--- src/hdl/mwcl4_pkg.sv ---
`timescale 1ns / 1ps
`default_nettype none
package mwcl4_pkg;

   localparam int unsigned LAG_DEPTH    = 4;
   localparam int unsigned WARMUP_WORDS = 6;
   localparam int unsigned WARM_W       = $clog2(WARMUP_WORDS);

   localparam logic [15:0] MWC_MULT   = 16'd227;
   localparam logic [7:0]  CARRY_SEED = 8'd1;

   localparam logic OP_SEED = 1'b0;
   localparam logic OP_NEXT = 1'b1;

   typedef struct packed {
      logic [LAG_DEPTH-1:0][7:0] lag;
      logic [7:0]                carry;
   } gen_state_type;

endpackage
`default_nettype wire

--- src/hdl/mwcl4_req_if.sv ---
`timescale 1ns / 1ps
`default_nettype none
interface mwcl4_req_if;
   logic        valid;
   logic        ready;
   logic        operation;
   logic [31:0] seed_value;

   modport source (output valid, output operation, output seed_value, input ready);
   modport sink (input valid, input operation, input seed_value, output ready);
endinterface

interface mwcl4_rsp_if;
   logic        valid;
   logic        ready;
   logic [31:0] random_word;

   modport source (output valid, output random_word, input ready);
   modport sink (input valid, input random_word, output ready);
endinterface
`default_nettype wire

--- src/hdl/mwc_lag4_byte_prng_top.sv ---
`timescale 1ns / 1ps
`default_nettype none
// Lag-4 multiply-with-carry byte generator, one 32-bit word per item.
//
// req_chan carries items: operation selects seed (load seed_value, set carry
// to one, run six warm-up words, no result) or next (one random_word on
// rsp_chan). Both channels use valid/ready; an item moves when both are high.
//
// A next item goes into an input register, then one pass through the four
// byte steps writes the generator state and the result register: the result
// is registered when the item leaves the input register. Next items stream
// at one per cycle while rsp_chan does not stall and no warm-up runs.
// A seed item leaves the input register with the first warm-up word; the
// other warm-up words follow, one word per cycle through the same step
// logic, and the next item is processed only after the warm-up ends.
//
// When rsp_chan stalls, the result register holds and the input register
// keeps one item; req_chan.ready drops while that item cannot move on, under
// a stall or during warm-up.
// Reset clears the lag bytes to zero and the carry to one; an unseeded
// generator runs from that state.
module mwc_lag4_byte_prng_top (
   input  logic clock,
   input  logic reset,
   mwcl4_req_if.sink   req_chan,
   mwcl4_rsp_if.source rsp_chan
);
   import mwcl4_pkg::*;

   logic              stage_vld_ff, stage_vld_in;
   logic              stage_op_ff;
   logic [31:0]       stage_seed_ff;
   logic              rsp_vld_ff, rsp_vld_in;
   logic [31:0]       rsp_word_ff;
   logic [WARM_W-1:0] warm_ff, warm_in;
   gen_state_type     state_ff, state_in;
   gen_state_type     core_cur, core_nxt;
   logic [31:0]       core_word;
   logic              stage_fire;
   logic              req_take;
   logic              step_en;

   assign stage_fire = stage_vld_ff && (warm_ff == '0) &&
                       (stage_op_ff == OP_SEED || !rsp_vld_ff || rsp_chan.ready);
   assign req_chan.ready = !stage_vld_ff || stage_fire;
   assign req_take       = req_chan.valid && req_chan.ready;

   always_comb begin
      core_cur = state_ff;
      if (stage_fire && stage_op_ff == OP_SEED) begin
         core_cur.lag   = stage_seed_ff;
         core_cur.carry = CARRY_SEED;
      end
   end

   mwcl4_core u_core (
      .cur_state (core_cur),
      .nxt_state (core_nxt),
      .word      (core_word)
   );

   assign step_en  = stage_fire || (warm_ff != '0);
   assign state_in = step_en ? core_nxt : state_ff;

   always_comb begin
      warm_in = warm_ff;
      if (stage_fire && stage_op_ff == OP_SEED) begin
         warm_in = WARM_W'(WARMUP_WORDS - 1);
      end else if (warm_ff != '0) begin
         warm_in = warm_ff - 1'b1;
      end
   end

   always_comb begin
      stage_vld_in = stage_vld_ff;
      if (req_take) begin
         stage_vld_in = 1'b1;
      end else if (stage_fire) begin
         stage_vld_in = 1'b0;
      end
   end

   always_comb begin
      rsp_vld_in = rsp_vld_ff;
      if (stage_fire && stage_op_ff == OP_NEXT) begin
         rsp_vld_in = 1'b1;
      end else if (rsp_chan.ready) begin
         rsp_vld_in = 1'b0;
      end
   end

   always_ff @(posedge clock) begin
      if (reset) begin
         stage_vld_ff   <= 1'b0;
         rsp_vld_ff     <= 1'b0;
         warm_ff        <= '0;
         state_ff.lag   <= '0;
         state_ff.carry <= CARRY_SEED;
      end else begin
         stage_vld_ff <= stage_vld_in;
         rsp_vld_ff   <= rsp_vld_in;
         warm_ff      <= warm_in;
         state_ff     <= state_in;
      end
   end

   always_ff @(posedge clock) begin
      if (req_take) begin
         stage_op_ff   <= req_chan.operation;
         stage_seed_ff <= req_chan.seed_value;
      end
      if (stage_fire && stage_op_ff == OP_NEXT) begin
         rsp_word_ff <= core_word;
      end
   end

   assign rsp_chan.valid       = rsp_vld_ff;
   assign rsp_chan.random_word = rsp_word_ff;

endmodule
`default_nettype wire

--- src/hdl/mwcl4_core.sv ---
`timescale 1ns / 1ps
`default_nettype none
module mwcl4_core (
   input  mwcl4_pkg::gen_state_type cur_state,
   output mwcl4_pkg::gen_state_type nxt_state,
   output logic [31:0]              word
);
   import mwcl4_pkg::*;

   // Four chained byte steps; the carry and the shifted lag bytes pass between them.
   always_comb begin
      logic [LAG_DEPTH-1:0][7:0] x;
      logic [7:0]                c;
      logic [15:0]               t;
      logic [7:0]                mix;
      x    = cur_state.lag;
      c    = cur_state.carry;
      word = '0;
      for (int k = 0; k < LAG_DEPTH; k++) begin
         t    = {8'd0, x[3]} * MWC_MULT;
         mix  = (x[2] ^ x[1]) + (x[0] ^ t[15:8]);
         t    = t + {8'd0, c};
         x[3] = x[2];
         x[2] = x[1];
         x[1] = x[0];
         x[0] = t[7:0];
         c    = t[15:8];
         word = {word[23:0], mix};
      end
      nxt_state.lag   = x;
      nxt_state.carry = c;
   end

endmodule
`default_nettype wire
--- src/flat_wrapper.sv ---
// flat-port wrapper written by rule: the top's interface ports become plain ports
module mwc_lag4_byte_prng_top_flat import mwcl4_pkg::*;
  (clock, reset, req_chan_valid, req_chan_operation, req_chan_seed_value, req_chan_ready, rsp_chan_valid, rsp_chan_random_word, rsp_chan_ready);
  mwcl4_req_if req_chan_i ();
  mwcl4_rsp_if rsp_chan_i ();
  input  logic clock;
  input  logic reset;
  input wire logic [$bits(req_chan_i.valid)-1:0] req_chan_valid;
  input wire logic [$bits(req_chan_i.operation)-1:0] req_chan_operation;
  input wire logic [$bits(req_chan_i.seed_value)-1:0] req_chan_seed_value;
  output wire logic [$bits(req_chan_i.ready)-1:0] req_chan_ready;
  output wire logic [$bits(rsp_chan_i.valid)-1:0] rsp_chan_valid;
  output wire logic [$bits(rsp_chan_i.random_word)-1:0] rsp_chan_random_word;
  input wire logic [$bits(rsp_chan_i.ready)-1:0] rsp_chan_ready;
  assign req_chan_i.valid = req_chan_valid;
  assign req_chan_i.operation = req_chan_operation;
  assign req_chan_i.seed_value = req_chan_seed_value;
  assign req_chan_ready = req_chan_i.ready;
  assign rsp_chan_valid = rsp_chan_i.valid;
  assign rsp_chan_random_word = rsp_chan_i.random_word;
  assign rsp_chan_i.ready = rsp_chan_ready;
  mwc_lag4_byte_prng_top u_core (.clock(clock), .reset(reset), .req_chan(req_chan_i), .rsp_chan(rsp_chan_i));
endmodule
--- config.mk ---
export PLATFORM = sky130hd
export DESIGN_NAME = mwc_lag4_byte_prng_top_flat
export DESIGN_NICKNAME = d
export VERILOG_FILES = /design/src/hdl/mwcl4_pkg.sv /design/src/hdl/mwcl4_req_if.sv /design/src/hdl/mwc_lag4_byte_prng_top.sv /design/src/hdl/mwcl4_core.sv /design/src/flat_wrapper.sv
export SDC_FILE = /design/constraint.sdc
export NUM_CORES = 1
export LEC_CHECK = 0
export BUFFER_PORTS_ARGS = -buffer_cell sky130_fd_sc_hd__buf_2
export CAP_MARGIN = 20
export CORE_ASPECT_RATIO = 0.7
export CORE_MARGIN = 2
export CORE_UTILIZATION = 45
export CTS_BUF_LIST = sky130_fd_sc_hd__clkbuf_4 sky130_fd_sc_hd__clkbuf_8 sky130_fd_sc_hd__clkbuf_16
export DETAILED_ROUTE_END_ITERATION = 10
export SLEW_MARGIN = 20
export SYNTH_ARGS = -nofsm -noshare
export SYNTH_HDL_FRONTEND = slang
export SYNTH_SLANG_ARGS = --single-unit
--- constraint.sdc ---
create_clock -name clock -period 10.9 [get_ports clock]
set_clock_uncertainty 0.2 [all_clocks]
set_input_delay 1.09 -clock clock [delete_from_list [all_inputs] [get_ports clock]]
set_output_delay 1.09 -clock clock [all_outputs]
set_load 0.005 [all_outputs]
Yosys cells after proc, flatten, opt, wreduce, memory -nomap -nowiden --
Cells that the tools add are included.
Word-level totals: word-level logic and storage cells 58, register bits 110, output and inout port bits 34
Cells by class: add/subtract/negate cells 9, bitwise logic cells 9, reductions and logical operators 17, multipliers 4, muxes and demuxes 7
Operator list (number):
- $add A16 B8 Y16 | 4
- $mul A8 B8 Y16 const B | 4
- $xor A8 B8 Y8 | 8
- $mux W40 | 1
- $add A8 B8 Y8 | 4
- $mux W3 | 2
- $reduce_bool A2 Y1 | 3
- $logic_and A1 B1 Y1 | 5
- $logic_or A1 B1 Y1 | 4
- $mux W1 | 4
- $logic_not A3 Y1 | 1
- $reduce_bool A3 Y1 | 1
- $sub A3 B1 Y3 const B | 1
- $logic_not A1 Y1 | 2
- $reduce_or A2 Y1 | 1
- $not A1 Y1 | 1

Depth between registers and ports, before layout --
Gate-level depths: netlist of run 1.
word-level depth 12, mapped depth 51, gate-level depth less buffers 48

Modules after synthesis --
From an unflattened synthesis of run 1, not the netlist that was laid out.
Unflattened totals: cells, all modules 1306, area, all modules 12906.1 um^2
Modules (own cells, without submodules):
- mwcl4_core | cells each 989, area an instance 8415.6 um^2, times used 1, seq. area each 0.0 um^2
- mwc_lag4_byte_prng_top | cells each 317, area an instance 4490.6 um^2, times used 1, seq. area each 2852.7 um^2

Worst setup path after synthesis of run 1 --
Ideal clock, no wire load.
kind reg2reg, start point register u_core.warm_ff[0], end point register u_core.state_ff[6] (netlist bit), setup time 86 ps, clock period less this slack 10466 ps, stages on the path, launching flop included 52, path slack 434 ps, buffers on the path 3, data required time 10614 ps, data arrival time 10181 ps, cells stage by stage dfxtp_1 -> inv_1 -> ha_1 -> ha_1 -> clkbuf_1 -> nand3b_1 -> clkbuf_1 -> buf_2 -> mux2i_1 -> xor2_1 -> ha_1 -> ha_1 -> ha_1 -> inv_1 -> fa_1 -> inv_1 -> ha_1 -> o21a_1 -> [16 not listed] -> fa_1 -> nor2b_1 -> o21ai_0 -> a21boi_0 -> o21ai_0 -> a21oi_1 -> xnor2_1 -> ha_1 -> inv_1 -> fa_1 -> nor2b_1 -> o21ai_0 -> a21boi_0 -> o21ai_0 -> a21oi_1 -> nand4_1 -> xor2_1 -> a211oi_1
Between the ends: word-level cells in the longest chain between the ends 10, elaborated cells on any way between the ends 15, classes of those cells 4 x add/sub; 4 x mul; 1 x mux; 6 x reduce/logical
Ends and longest elaborated chain:
- from (decl) | RTL line mwc_lag4_byte_prng_top.sv:35 | logic [WARM_W-1:0] warm_ff, warm_in;
- from (signal assigned) | RTL line mwc_lag4_byte_prng_top.sv:102 | warm_ff <= warm_in;
- $logic_not A3 Y1 | RTL line mwc_lag4_byte_prng_top.sv:43 | assign stage_fire = stage_vld_ff && (warm_ff == '0) &&
- $logic_and A1 B1 Y1 (2 in a row) | RTL line mwc_lag4_byte_prng_top.sv:43
- $logic_and A1 B1 Y1 | RTL line mwc_lag4_byte_prng_top.sv:50 | if (stage_fire && stage_op_ff == OP_SEED) begin
- $mux W40 | RTL line mwc_lag4_byte_prng_top.sv:50
- $mul A8 B8 Y16 | RTL line mwcl4_core.sv:20 | t = {8'd0, x[3]} * MWC_MULT;
- $add A16 B8 Y16 (4 in a row) | RTL line mwcl4_core.sv:22 | t = t + {8'd0, c};
- to (signal assigned) | RTL line mwc_lag4_byte_prng_top.sv:103 | state_ff <= state_in;
- to (decl) | RTL line mwc_lag4_byte_prng_top.sv:36 | gen_state_type state_ff, state_in;
Several ways; a longest one is shown, not always the timed one. A chain may end at the register's enable or synchronous reset.

Final worst setup path of run 1 --
Ends and elaborated chain as after synthesis.

==> impl_summary.md, run 1 <==
Global routing
Global routing finished with a remaining overflow of 0. The first global-routing pass estimated 50900 um of wire. Entering global routing, the biggest net connects between 40 and 50 pins.

The initial antenna violation count is 0. The overall fraction of global-route tracks in use is ~23%. The via count of the first global-routing pass is 9135.

Cells and area
Measured on the finished design, the core utilization comes to 50.1%. The net count of the finished layout is between 1500 and 2000. The fill cell total of the finished layout is 2657.

The number of diodes added for antenna fixing is 0. In the final layout, the share of cells above drive strength 1 is between 10% and 20%. Compared with the post-synthesis result, the final layout area differs by 9.77%.

Die
Row generation in the floorplan step produced 51 rows. The top-level port count is slightly above 70. The core region is 0.0277 mm2. The die extent in y is 144 um. The initial core utilization is between 40% and 50%. The die is between 200 and 250 um wide.

The floorplan step defined a die boundary enclosing roughly 0.03 mm2.

Worst setup path
Data on the critical path arrives at its endpoint at slightly above 10 ns. The type of the worst setup path is reg -> reg. The largest individual stage delay along the critical path comes from the cell sky130_fd_sc_hd__fa_1. The most numerous cell type found on the critical path is sky130_fd_sc_hd__ha_1. The worst reg2reg path depth is 46. The startpoint identified for the worst register-to-register timing path is u_core.warm_ff[0]. The critical path endpoint category is a flip-flop. The startpoint of the worst setup timing path is u_core.warm_ff[0]. The required time of the critical path is approximately 11 ns.

The worst register-to-register path ends at u_core.state_ff[6]. Following the worst setup path forward leads to its endpoint at u_core.state_ff[6]. The maximum cell stage delay along the critical path is roughly 0.55 ns.

The startpoint class of the critical path is a flip-flop. The maximum fanout along the worst path is 6. The minimum setup slack among reg-to-reg paths is 0.67 ns.

Logic synthesis
The area of the mapped netlist is ~0.013 mm2. Synthesis instantiated between 60 and 70 different standard cells from the library. After synthesis, the share of flip-flops with an asynchronous set or reset is 0%.

The average instance area after synthesis is approximately 9.5 um2. The most common flop cell mapped by yosys is sky130_fd_sc_hd__edfxtp_1. Counting flops with a built-in enable in the synthesized netlist gives 65. After technology mapping, the gate count stands at 1337.

Synthesis inferred 110 register bits. The sequential area share after synthesis is 22.6%. The number of warnings printed during yosys synthesis is 0.

When the netlist entered floorplanning its net count stood at roughly 1700.

Routing
The routed design has 32500 um of wire. For this run, the detailed router's first-pass iteration total came to 5. The post-detailed-route wirelength per cell is between 15 and 20 um. The number of DRC violations after detailed routing is 0. The starting DRC count in detailed routing is 626.

The vias per cell is approximately 5.4. The number of routed nets with antenna violations is 0. The detailed router placed ~9600 vias in this run.

STA
The final hold violation count was 0. Subtracting the final worst setup slack from the clock period gives between 10 and 15 ns. At the pin with the least slew margin, the transition time is roughly 1.2 ns. The relative slew slack is between 10% and 20%.

The worst path uses between 90% and 100% of the clock period. The maximum operating frequency is 0.0978 GHz. The count of pins over their slew limit is 0. Setup violations remaining at the end of the flow were counted as 0.

CTS
The number of clock buffers inserted by TritonCTS is 9. The TritonCTS sink count is 110. The number of H-tree levels is 3. The clock tree from TritonCTS is yes. The clock passes through at most 2 buffers.

The tree is rooted in a sky130_fd_sc_hd__clkbuf_16. The clock network latency to the later pin of the worst-skew pair is approximately 0.4 ns. Clock-pin slew was measured on the worst setup and hold paths at about 0.08 ns.

The hold buffer count at CTS is 0.

Place
Port buffering added 70 buffers. Detailed placement finished with a half-perimeter wire length of 26400 um. The global placement routability congestion is 0.879.

Run status
The flow ran to the end, and the final reports show no timing, DRC or antenna violations.

Hold path
The tightest min-delay check is of the reg -> reg type.

Flow run
Max-cap violations in this run came to 0.
## timing repair
action / CTS / global route
resized for setup: 0 / 20
hold endpoints to repair: 0 / 0
endpoints found under the setup margin: 0 / 12
buffers inserted: 0 / 2
## final cells by class
cell class	instances	area [um2]	area share, %
Multi-Input combinational cell	1047	9190	66.2
Sequential cell	110	2850	20.6
Inverter	155	582	4.19
Timing Repair Buffer	85	479	3.45
Tap cell	371	464	3.35
Clock buffer	9	225	1.62
Clock inverter	7	80.1	0.577
## worst max-delay path, delay by kind of cell (launching register included)
family                   cells  cell delay [ns]
adder cells (fa/ha/maj)     10             3.37
AND/OR/NAND/NOR             12             2.49
XOR/XNOR                     4             0.81
flip-flops                   1             0.36
buffers and inverters        7             0.67
AO/OA/AOI/OAI               11             1.83
multiplexers                 2             0.40
## worst min path at each step
| stage | startpoint | to | slack (ns) | depth (start not counted) |
|---|---|---|---|---|
| after global placement | u_core.state_ff[35] | u_core.state_ff[35] | 0.24 | 2 |
| after detailed placement | u_core.state_ff[35] | u_core.state_ff[35] | 0.25 | 2 |
| after global routing | u_core.state_ff[31] | u_core.state_ff[31] | 0.27 | 2 |
| after CTS | u_core.state_ff[35] | u_core.state_ff[35] | 0.25 | 2 |
| final | u_core.state_ff[35] | u_core.state_ff[35] | 0.25 | 2 |
| after floorplan | u_core.state_ff[0] | u_core.state_ff[0] | 0.23 | 1 |
## per-layer routing
layer | GRT usage (%) | part of all wire, % | vias to the layer above
li1 | - | - | 4764
met3 | 3.52 | 5.4 | 30
met4 | 4.73 | 1.3 | 0
met1 | 35.6 | 53 | 4559
met2 | 33.1 | 40 | 220
met5 | 0 | 0 | -
## state kept, by name, indices dropped and copies added, names as in the netlist
register                     count
u_core.stage_vld_ff              1
u_core.state_ff                 40
u_core.rsp_chan.valid            1
u_core.stage_op_ff               1
u_core.rsp_chan.random_word     32
u_core.warm_ff                   3
u_core.stage_seed_ff            32
## synth_stat cells (all sizes together) (13+ instances only)
| cell | count | area (um2) |
|---|---|---|
| xor2 | 64 | 561 |
| a211oi | 24 | 180 |
| a21oi | 78 | 402 |
| dfxtp | 45 | 901 |
| nor2b | 21 | 131 |
| fa | 54 | 1080 |
| nor3 | 23 | 120 |
| edfxtp | 65 | 1950 |
| o21ai | 48 | 240 |
| nand3 | 13 | 65.1 |
| mux2i | 29 | 290 |
| inv | 155 | 582 |
| nor2 | 77 | 289 |
| xnor2 | 115 | 1010 |
| nand2 | 95 | 357 |
| a21o | 20 | 150 |
| o21a | 14 | 105 |
| clkbuf | 22 | 82.6 |
| ha | 247 | 3090 |
## layout by cell type (no fill, tap or decap), types with 13 or more instances in the layout
cell,synthesis,final
sky130_fd_sc_hd__nand2_1,95,95
sky130_fd_sc_hd__ha_1,247,246
sky130_fd_sc_hd__a21oi_1,75,73
sky130_fd_sc_hd__xnor2_1,115,114
sky130_fd_sc_hd__nand3_1,13,13
sky130_fd_sc_hd__nor2b_1,21,20
sky130_fd_sc_hd__mux2i_1,29,27
sky130_fd_sc_hd__a211oi_1,24,23
sky130_fd_sc_hd__fa_1,54,53
sky130_fd_sc_hd__o21a_1,14,14
sky130_fd_sc_hd__inv_1,154,154
sky130_fd_sc_hd__o21ai_0,48,44
sky130_fd_sc_hd__edfxtp_1,65,65
sky130_fd_sc_hd__a21o_1,20,20
sky130_fd_sc_hd__buf_4,0,13
sky130_fd_sc_hd__nor2_1,77,75
sky130_fd_sc_hd__buf_2,2,70
sky130_fd_sc_hd__nor3_1,22,22
sky130_fd_sc_hd__xor2_1,64,62
sky130_fd_sc_hd__dfxtp_1,45,45
## cells by family after synthesis
group | Yosys count | synth area share (%)
fa+ha+maj | 301 | 33.0
simple gates | 298 | 11.5
compound gates | 232 | 12.0
xor+xnor | 181 | 12.8
buf+inv | 180 | 5.36
flops | 110 | 22.6
mux | 35 | 2.83
## through the flow
stage	TNS, ns	cells	instance area (um2)	worst slack [ns]	hold slack [ns]
final	0	1784	13900	0.674	0.253
after global placement	0	1765	13500	0.555	0.237
after detailed placement	0	1766	13500	0.306	0.245
after global routing	-0.00502	1784	13900	-0.00502	0.269
after CTS	0	1782	13800	0.236	0.254
after floorplan	0	1337	12600	0.434	0.226
Power of run 1 is not shown: default switching activity piles up to over one toggle a cycle in this logic, so the estimate is an artifact.
==> run 2: changes to the inputs <==
--- a/config.mk
+++ b/config.mk
@@ -16,3 +16,4 @@
 export SYNTH_ARGS = -nofsm -noshare
 export SYNTH_HDL_FRONTEND = slang
+export SYNTH_HIERARCHICAL = 1
 export SYNTH_SLANG_ARGS = --single-unit
--- a/constraint.sdc
+++ b/constraint.sdc
@@ -3,3 +3,3 @@
 set_input_delay 1.09 -clock clock [delete_from_list [all_inputs] [get_ports clock]]
 set_output_delay 1.09 -clock clock [all_outputs]
-set_load 0.005 [all_outputs]
+set_load 0.02 [all_outputs]
==> run 2 against run 1 <==
- via count fell by 3.9%
- global-route usage fell by 1.5 points
- cell count fell by 1.6%
- highest routed layer unchanged
==> impl_summary.md, run 2 <==
Run status
The flow ran to the end, and the final reports show no timing, DRC or antenna violations.

Hold path
The path class of the lowest-slack min-delay path is reg -> reg.

STA
The period utilization is 93.6% (-0.19 points). The relative slew slack is 35.7% (+20 points). The final hold violation count is 0 (unchanged). The final count of negative-setup-slack endpoints is 0 (unchanged). The count of pins over their slew limit is 0 (unchanged). The maximum operating frequency is 0.0980 GHz (+0.21%). The pin slew with the least headroom to its limit came to 0.957 ns (-0.270 ns).

The time the worst path needs with I/O delays and setup was 10.20 ns (-0.0210 ns).

Global routing
The via count of the first global-routing pass is 8897 (-2.6%). The met3 capacity usage during global routing is 4.01% (+0.49 points). The met1 track demand over resource is 34.1% (-1.5 points).

The first-pass GRT wire length is 49300 um (-3.2%). The met2 usage is 29.8% (-3.3 points). The initial antenna violation count was 0 (unchanged). The overall fraction of global-route tracks in use came to 21.4% (-1.5 points). The total grt overflow is 0 (unchanged).

After global routing, the most crowded layer is met1. The maximum number of pins on one net before global-route repair is 86 (+83%).

Cells and area
The number of diodes added for antenna fixing came to 0 (unchanged). The largest register by flop count is u_core/state_ff. Compared with the post-synthesis result, the final layout area differs by 9.04%.

In the layout the commonest cells are sky130_fd_sc_hd__ha_1 (246), sky130_fd_sc_hd__inv_1 (151), sky130_fd_sc_hd__xnor2_1 (118), sky130_fd_sc_hd__nand2b_1 (98). The library cell used most frequently in the layout, excluding fill and tap cells, is sky130_fd_sc_hd__ha_1. The layout cell share with drive strength beyond 1 is 10.9% (+0.86 points).

The flip-flop count of the largest register after layout is 40 (unchanged). The final core utilization is 50.2% (+0.13 points). The fill cell total of the finished layout came to 2627 (-1.1%). The number of nets in the finished design is 1719 (-1.5%).

Logic synthesis
The number of enable-type register cells in the synthesized netlist is 65 (unchanged). The sequential area share after synthesis is 22.1% (-0.46 points). The share of async-settable or async-resettable flops after synthesis came to 0% (unchanged).

The fraction of post-synthesis cell area in the top cell type by area is 23.9% (-0.50 points). The post-synth net total was 1646 (-1.7%). The library cell occupying the most area in the post-synthesis netlist is sky130_fd_sc_hd__ha_1. For this run, the leading register cell type out of synthesis is sky130_fd_sc_hd__edfxtp_1. The average instance area after synthesis is 9.88 um2 (+4.5%).

Ranked by instance count, the synthesized netlist is headed by sky130_fd_sc_hd__ha_1 (247), sky130_fd_sc_hd__inv_1 (151), sky130_fd_sc_hd__xnor2_1 (118). The distinct cell type count after synthesis is 63 (-6.0%). The area of the mapped netlist is 0.0129 mm2 (+2.1%).

Among all cell types in the netlist, the one instantiated most often is sky130_fd_sc_hd__ha_1. The number of standard cells after synthesis is 1306 (-2.3%). The number of warnings printed during yosys synthesis is 6 (+6). The number of storage elements in the synthesis netlist is 110 (unchanged). In the post-synthesis netlist, the biggest area contributors are sky130_fd_sc_hd__ha_1 (24%), sky130_fd_sc_hd__edfxtp_1 (15%), sky130_fd_sc_hd__fa_1 (8.7%).

Routing
The starting DRC count in detailed routing is 600 (-4.2%). The number of vias in the routed layout was 9195 (-3.9%). The vias per cell is 5.24 (-2.4%). The number of routed nets with antenna violations was 0 (unchanged).

The number of DRC violations after detailed routing came to 0 (unchanged). The post-detailed-route wirelength per cell is 17.9 um (-1.9%). The number of iterations in the first detailed-routing pass is 5 (unchanged). The total length of routed wires came to 31300 um (-3.5%).

Die
The top-level port count is 71 (unchanged). The area of the placeable core came to 0.0280 mm2 (+1.2%). The overall die width came to 206 um (+1.0%). The die extent in y is 146 um (+1.0%).

The area of the die is 0.0301 mm2 (+2.0%). The initial core utilization is 46.1% (+0.43 points). The number of rows created at floorplan came to 51 (unchanged).

Worst setup path
The maximum fanout along the worst path came to 9 (+3). The type of the worst setup path is reg -> reg. The arrival time reported for the critical path endpoint was 10.33 ns (about the same). The library cell appearing most often on the critical path is sky130_fd_sc_hd__inv_1. The highest-delay cell along the critical path is sky130_fd_sc_hd__fa_1.

The required time of the critical path is 11.02 ns (+0.02 ns). The startpoint class of the critical path is a flip-flop. The worst setup path is captured at a flip-flop. The maximum cell stage delay along the critical path is 0.54 ns (about the same).

CTS
TritonCTS built the clock tree. The TritonCTS sink count is 110 (unchanged). The number of buffers between clock root and the deepest sink is 2 (unchanged).

The number of H-tree levels came to 3 (unchanged). The number of clock buffers inserted by TritonCTS is 9 (unchanged). The clock root buffer is sky130_fd_sc_hd__clkbuf_16. The clock transition at the register clock pins on the worst setup and hold paths after CTS is 0.08 ns (about the same). The clock network latency to the later pin of the worst-skew pair was 0.39 ns (about the same).

The hold buffer count at CTS is 0 (unchanged).

Place
The half-perimeter wire length after placement was 25300 um (-4.4%). The count of input and output buffers is 70 (unchanged). The global placement routability congestion is 0.919 (+4.5%).

Flow run
The number of violations of the max-capacitance limit is 0 (unchanged).
-- run 2: through the flow --
step                area, um2  instances  hold WS (ns)  worst slack, ns  TNS (ns)
floorplan               12900       1306         0.247             1.19         0
global placement        13700       1732         0.257            0.626         0
detailed placement      13700       1732         0.265            0.391         0
CTS                     14000       1748         0.280            0.308         0
global route            14100       1755         0.295          -0.0293   -0.0396
finish                  14100       1755         0.273            0.695         0
-- run 2: worst paths after layout --
| kind | start | end | slack [ns] | cells after the start |
|---|---|---|---|---|
| worst max-delay path | u_core/warm_ff[0] | u_core/state_ff[4] | 0.70 | 50 |
| worst min-delay path | u_core/state_ff[21] | u_core/state_ff[21] | 0.27 | 2 |
| worst min register to register | u_core/state_ff[21] | u_core/state_ff[21] | 0.27 | 2 |
| worst max register to register | u_core/warm_ff[0] | u_core/state_ff[4] | 0.70 | 50 |
-- run 2: worst max-delay path: cells and delay by family (launching register included) --
| kind | cells | cell delay [ns] |
|---|---|---|
| AO/OA/AOI/OAI | 12 | 1.98 |
| multiplexers | 2 | 0.45 |
| XOR/XNOR | 4 | 0.80 |
| buffers and inverters | 8 | 0.46 |
| adder cells (fa/ha/maj) | 12 | 4.12 |
| flip-flops | 1 | 0.32 |
| AND/OR/NAND/NOR | 12 | 1.80 |
-- run 2: timing repair --
item | in CTS | in global routing
setup endpoints to repair | 0 | 10
resized for setup | 0 | 11
setup buffers | 0 | 6
-- run 2: logic make-up after synthesis --
kind of cell,count (synthesis),share of synthesized area [%]
compound gates,180,8.76
xor+xnor,191,13.2
fa+ha+maj,303,32.6
buf+inv,173,5.43
flops,110,22.1
mux,74,6.05
simple gates,275,11.8
-- run 2: layout make-up --
| type | instances | area, um2 | area share, % |
|---|---|---|---|
| tap | 371 | 464 | 3.30 |
| clock buffer | 10 | 233 | 1.65 |
| sequential | 110 | 2850 | 20.3 |
| multi-input combinational | 1023 | 9420 | 66.9 |
| inverter | 153 | 574 | 4.08 |
| timing repair buffer | 82 | 453 | 3.22 |
| clock inverter | 6 | 75.1 | 0.533 |
-- run 2: layer usage --
layer  wire length [um]  share of wire [%]
met2              12600                 40
met3               1600                5.1
met1              16800                 54
met5                  0                  0
met4                392                1.3
Power of run 2 is left out for the same reason.
